<file path="src/hw/rtl/assert_macros.svh">
// ----------------------------------------------------------------------------
// Assertion macros
// Shared concurrent assertion shorthands for the plane builder blocks.
// ----------------------------------------------------------------------------
`ifndef ASSERT_MACROS_SVH
`define ASSERT_MACROS_SVH

// Checked on every rising clock edge outside of reset.
`define PFP_CHECK(label, prop, msg) \
   label: assert property (@(posedge clock) disable iff (reset) prop) else $error(msg);

// Checked on every rising clock edge, reset included.
`define PFP_CHECK_ALWAYS(label, prop, msg) \
   label: assert property (@(posedge clock) prop) else $error(msg);

`endif

</file>
<file path="src/hw/rtl/pfp_pkg.sv">
// ----------------------------------------------------------------------------
// Plane builder package
// Types, constants and helpers shared by the plane builder modules.
// ----------------------------------------------------------------------------
package pfp_pkg;

   // Number of cells in the square root and divider chains.
   localparam int unsigned SQRT_STEPS = 32;
   localparam int unsigned DIV_STEPS  = 31;

   // First trial bit of the square root (bit 62 of a 64-bit radicand).
   localparam logic [63:0] SQRT_FIRST_BIT = 64'h4000_0000_0000_0000;

   // One in Q1.30.
   localparam logic [31:0] Q30_ONE = 32'h4000_0000;

   // Rounding offset and limits of the distance.
   localparam logic signed [63:0] ROUND_HALF = 64'sh0000_0000_2000_0000;
   localparam logic signed [63:0] DIST_MAX   = 64'sh0000_0003_FFFF_FFFF;
   localparam logic signed [63:0] DIST_MIN   = -64'sh0000_0004_0000_0000;

   // Point count codes.
   localparam logic [1:0] COUNT_ONE   = 2'd1;
   localparam logic [1:0] COUNT_TWO   = 2'd2;
   localparam logic [1:0] COUNT_THREE = 2'd3;

   // What the word in flight turns into at the output.
   typedef enum logic [1:0] {
      KIND_PLANE,
      KIND_FLAT,
      KIND_DEGEN
   } kind_type;

   // Side information that travels with every word.
   typedef struct packed {
      logic            valid;
      kind_type        kind;
      logic [2:0]      neg;
      logic [2:0][31:0] pt;
   } tag_type;

   // Square root cell payload.
   typedef struct packed {
      logic [63:0]      rem;
      logic [63:0]      root;
      logic [63:0]      bitv;
      logic [2:0][30:0] mag;
   } sqrt_type;

   // Divider cell payload: three lanes share one divisor.
   typedef struct packed {
      logic [31:0]      len;
      logic [2:0][31:0] rem;
      logic [2:0][30:0] work;
   } div_type;

   // Position of the highest set bit plus one; zero for a zero word.
   function automatic logic [6:0] bit_length(input logic [66:0] v);
      logic [6:0] bl;
      bl = 7'd0;
      for (int i = 0; i < 67; i++) begin
         if (v[i]) begin
            bl = 7'(i + 1);
         end
      end
      return bl;
   endfunction

endpackage

</file>
<file path="src/hw/rtl/pfp_div_cell.sv">
// ----------------------------------------------------------------------------
// Divider cell
// One restoring division step on three lanes that share the divisor.
// ----------------------------------------------------------------------------
module pfp_div_cell (
   input  logic             clock,
   input  logic             reset,
   input  logic             en,
   input  pfp_pkg::tag_type up_tag,
   input  pfp_pkg::div_type up_div,
   output pfp_pkg::tag_type dn_tag,
   output pfp_pkg::div_type dn_div
);

   logic [32:0]      trial [3];
   logic             qbit  [3];
   pfp_pkg::div_type div_in;
   pfp_pkg::div_type div_ff;
   pfp_pkg::tag_type tag_ff;

   // Shift in the next dividend bit, subtract when it fits.
   always_comb begin
      div_in = up_div;
      for (int i = 0; i < 3; i++) begin
         trial[i] = {up_div.rem[i], up_div.work[i][30]};
         qbit[i]  = trial[i] >= {1'b0, up_div.len};
         if (qbit[i]) begin
            div_in.rem[i] = 32'(trial[i] - {1'b0, up_div.len});
         end else begin
            div_in.rem[i] = trial[i][31:0];
         end
         div_in.work[i] = {up_div.work[i][29:0], qbit[i]};
      end
   end

   always_ff @(posedge clock) begin
      if (reset) begin
         tag_ff.valid <= 1'b0;
      end else if (en) begin
         div_ff <= div_in;
         tag_ff <= up_tag;
      end
   end

   assign dn_tag = tag_ff;
   assign dn_div = div_ff;

endmodule
</file>
<file path="config.mk">
export PLATFORM = sky130hd
export DESIGN_NAME = pfp_div_cell
export DESIGN_NICKNAME = d
export VERILOG_FILES = /design/src/hw/rtl/assert_macros.svh /design/src/hw/rtl/pfp_pkg.sv /design/src/hw/rtl/pfp_div_cell.sv
export SDC_FILE = /design/constraint.sdc
export NUM_CORES = 1
export LEC_CHECK = 0
export ABC_AREA = 1
export BUFFER_PORTS_ARGS = -buffer_cell sky130_fd_sc_hd__buf_2
export CELL_PAD_IN_SITES_DETAIL_PLACEMENT = 1
export CELL_PAD_IN_SITES_GLOBAL_PLACEMENT = 2
export CORE_AREA = 2 2 250 252
export DETAILED_ROUTE_END_ITERATION = 10
export DIE_AREA = 0 0 252 254
export PLACE_DENSITY = 0.95
export SLEW_MARGIN = 20
export SYNTH_ARGS = -nofsm -noshare
export SYNTH_HDL_FRONTEND = slang
export SYNTH_SLANG_ARGS = --single-unit
</file>
<file path="constraint.sdc">
create_clock -name clock -period 24.5 [get_ports clock]
set_input_delay 2.45 -clock clock [delete_from_list [all_inputs] [get_ports clock]]
set_output_delay 2.45 -clock clock [all_outputs]
set_load 0.005 [all_outputs]
</file>
== After elaboration in Yosys (flattened, before gate mapping) ==
Index checks and enable logic that the tools add are counted.

* Output and inout port bits: 323
* Register bits after elaboration: 323
* Input port bits: 326
* Logic and storage cells: 24

* Bitwise gates (word level): 1
* Multiplexer cells: 3
* Magnitude comparators: 3
* Reductions and logical operators: 1
* Add/sub/neg operators: 3

{| class="wikitable"
|+ Operators by type and width
! cell !! count
|-
| >= comparator 33 x 32 -> 1 bit || 3
|-
| 2-to-1 mux 32 bit || 3
|-
| subtractor 32 bit || 3
|-
| AND reduction 2 bit || 1
|-
| inverter 1 bit || 1
|}

== Depth between registers and ports, before layout ==
* Depth in word-level cells: 2
* Mapped depth: 16
* Gate-level depth less buffers: 15

== Worst setup path after synthesis ==
OpenSTA, ideal clock, no wires.

* Path type: input to register
* Start point: input en
* End point: register div_ff, in the netlist dn_div[0] (enable)
* Setup slack: 7,479 ps
* Stages: 2
* Buffers on the path: 0
* Required time: 23,477 ps
* Arrival: 15,999 ps
* Library setup time: 1,023 ps
* Cells stage by stage: inv_1 > nor2_1

* Word-level cells in the longest chain between the ends: 1

{| class="wikitable"
|+ Ends and longest elaborated chain
! item !! RTL line !! text
|-
| start: declaration || pfp_div_cell.sv:8 || <nowiki>input logic en,</nowiki>
|-
| AND reduction 2 bit (no source line) || -- ||
|-
| end signal: assignment || pfp_div_cell.sv:40 || <nowiki>div_ff <= div_in;</nowiki>
|-
| end: declaration || pfp_div_cell.sv:18 || <nowiki>pfp_pkg::div_type div_ff;</nowiki>
|}

Every way passes these cells.
A chain may end at the register's enable or synchronous reset.

== Worst setup path after layout ==
* Start point: input en
* End point: register div_ff, in the netlist dn_div[152] (enable)

The elaborated chain is that of the path after synthesis.

==> flow_metrics.py <==
metrics = {
    "status": {
        "outcome": "completed",
    },
    "placed_design": {
        "dp_hpwl_microns": 77300,
        "numPortBuffers": 648,
        "finalWeightedCongestion": 0.913,
    },
    "synthesis": {
        "synth_area_sq_um": 18900,
        "synth-seq-cells": 323,
        "syn_nets": 2693,
        "yosysTopAreaCell": "edfxtp_1",
        "postSynthCellCount": 2268,
        "yosys-top-cells-area": "edfxtp_1 (51%), nand2_1 (18%), inv_1 (8.1%)",
        "synth_top_area_share": 0.511,
        "yosys_warnings": 0,
        "avgSynthCellArea_sq_um": 8.34,
        "ys_types": 31,
        "yosysSeqAreaShare": 0.512,
    },
    "global_routing": {
        "antenna_found_initial": 64,
        "grt_max_degree": 81,
        "grt_overflow_total": 0,
        "grt_pass1_wl_microns": 125000,
        "grt_pass1_vias": 17700,
        "grt.total_usage": 0.274,
    },
    "setup_path": {
        "required_ns": 24.67,
        "slowest_delay_ns": 0.88,
        "cp_common_cell": "buf_4",
        "crit_chain": "buf_2 -> inv_1 -> nor2_4 -> buf_4 -> buf_4 -> buf_4",
        "crit_family": "buffers and inverters",
        "cp_max_fo": 80,
        "crit_buf_inv": 5,
        "cp-end-kind": "flip-flop",
        "crit_type": "primary input to flip-flop",
        "rrSetupSlack_ns": 23.90,
        "critPathSlowestCell": "buf_4",
        "arrival_ns": 5.32,
        "startpoint_type": "primary input",
    },
    "sta": {
        "finalCriticalPeriod_ns": 5.16,
        "timing.fmax_mhz": 194,
        "finalCritPeriodShare": 0.210,
        "setup_violations": 0,
        "fin_setup_tns_ns": 0,
        "whs_ns": 0.493,
        "clock_skew_ns": 0,
        "hold_violations": 0,
        "slew_viol_final": 0,
        "grt_setup_unrepaired": "false",
        "tightest_slew_ns": 1.02,
        "slew_headroom": 0.319,
    },
    "cells_and_area": {
        "nets": 3358,
        "fillCellCount": 7571,
        "drive_gt1_frac": 0.257,
        "area_growth_pct": 28.1,
    },
    "cts": {
        "cts_tree": "yes",
        "clockBufferDepth": 3,
        "clk-insertion-delay-late_ns": 0.56,
        "cts_resized": 0,
        "path_clk_slew_ns": 0.06,
        "holdBufCountCts": 0,
        "root_buffer": "clkbuf_16",
        "cts_setup_buffers": 0,
        "cts_made_buffers": 38,
        "clock_sinks": 323,
        "h-tree-depth": 2,
    },
    "floorplanning": {
        "coreArea_sq_um": 61300,
        "die_w_microns": 252,
        "die_area_sq_um": 64000,
        "pin_count": 649,
        "start_util": 0.309,
        "die_y_microns": 254,
        "placementRows": 91,
    },
    "detailed_routing": {
        "firstDrtPassIters": 5,
        "drtIter0Drc": 1188,
        "via_count": 17800,
        "wl_per_cell_microns": 24.1,
        "ant_nets": 0,
        "drc": 0,
        "wirelength_microns": 90800,
        "via_per_inst": 4.72,
    },
    "power": {
        "p_leak_uw": 0.0126,
        "ir_drop_mv": 0.0350,
        "power_density_nw_per_um2": 65.6,
    },
    "flow_run": {
        "drv_cap": 0,
    },
    "worst_hold_path": {
        "hold_path.class": "flip-flop to flip-flop",
    },
}
==> cell type report <==
class / instances / area [sq um] / share of cell area
Timing Repair Buffer: 654 / 3290 / 0.136
Clock inverter: 16 / 146 / 0.00604
Antenna cell: 15 / 37.5 / 0.00155
Inverter: 413 / 1550 / 0.0640
Tap cell: 790 / 988 / 0.0408
Multi-Input combinational cell: 1503 / 7480 / 0.309
Clock buffer: 51 / 1040 / 0.0430
Sequential cell: 323 / 9690 / 0.400
==> final timing paths <==
path	depth (start not counted)	end	start
setup / recovery	6	dn_div[152]	en
hold / removal	2	dn_tag[101]	dn_tag[101]
setup reg to reg	2	dn_tag[101]	dn_tag[101]
hold reg to reg	2	dn_tag[101]	dn_tag[101]
==> cells in the mapped netlist (all sizes together) <==
master / instances
fa: 3
and2: 14
xnor2: 3
dfxtp: 1
nand4: 10
a21o: 1
or2: 1
buf: 29
a21oi: 61
nand2: 910
nand3: 189
nand3b: 13
nor3: 24
xor2: 39
edfxtp: 322
nor2: 131
inv: 413
o21bai: 5
o21ai: 3
ha: 96
==> flip-flops by register name, indices dropped and copies added (netlist names) <==
name and cells:
dn_tag 102, dn_div 221
==> cell families (layout without fill, tap and decap cells) <==
group / Yosys count / in the layout / synth area share
simple gates: 1292 / 1292 / 0.289
flops: 323 / 323 / 0.512
buf+inv: 442 / 1134 / 0.0928
xor+xnor: 42 / 42 / 0.0195
compound gates: 70 / 70 / 0.0193
fa+ha+maj: 99 / 99 / 0.0667
other cells: 0 / 15 / 0
==> per-layer routing <==
metal / global-route usage / vias up / wire [microns]
met3: 0.0579 / 179 / 6140
li1: - / 8536 / -
met5: 0 / - / 67
met4: 0.0962 / 10 / 3200
met1: 0.325 / 8381 / 36100
met2: 0.489 / 673 / 45300
==> where the power goes <==
group / leakage, uW / total [uW] / switching (uW) / internal, uW
clock network: 0.000585 / 557 / 236 / 321
registers: 0.00302 / 678 / 14.2 / 664
logic: 0.00895 / 353 / 233 / 120
==> worst reg2reg max path: cells and delay by family, from the launching register on <==
family	cells	cell delay (ns)
DFF	1	0.36
AOI/OAI and AO/OA	1	0.11
and+or+nand+nor	1	0.07
==> through the flow <==
| step | util | power, uW | cell area, sq um | setup WS, ns | std cells |
|---|---|---|---|---|---|
| CTS | 0.395 | 1600 | 24200 | 19.41 | 3750 |
| detailed placement | 0.375 | 1040 | 23000 | 18.82 | 3683 |
| global route | 0.395 | 1660 | 24200 | 19.18 | 3763 |
| finish | 0.395 | 1590 | 24200 | 19.34 | 3765 |
| floorplan | - | 889 | 18900 | 7.48 | 2268 |
| global placement | 0.375 | 1040 | 23000 | 18.87 | 3683 |
==> placed cells by master (no fill, tap or decap), types with 21 or more instances in the layout <==
master / netlist / final
clkbuf_16: 0 / 39
a21oi_1: 61 / 61
ha_1: 96 / 96
nor2_1: 117 / 116
nor3_1: 21 / 21
nand2_1: 893 / 893
buf_2: 20 / 648
xor2_1: 39 / 39
inv_1: 409 / 409
edfxtp_1: 322 / 322
nand3_1: 177 / 177
Note: power is estimated with default switching activity, not from simulation.
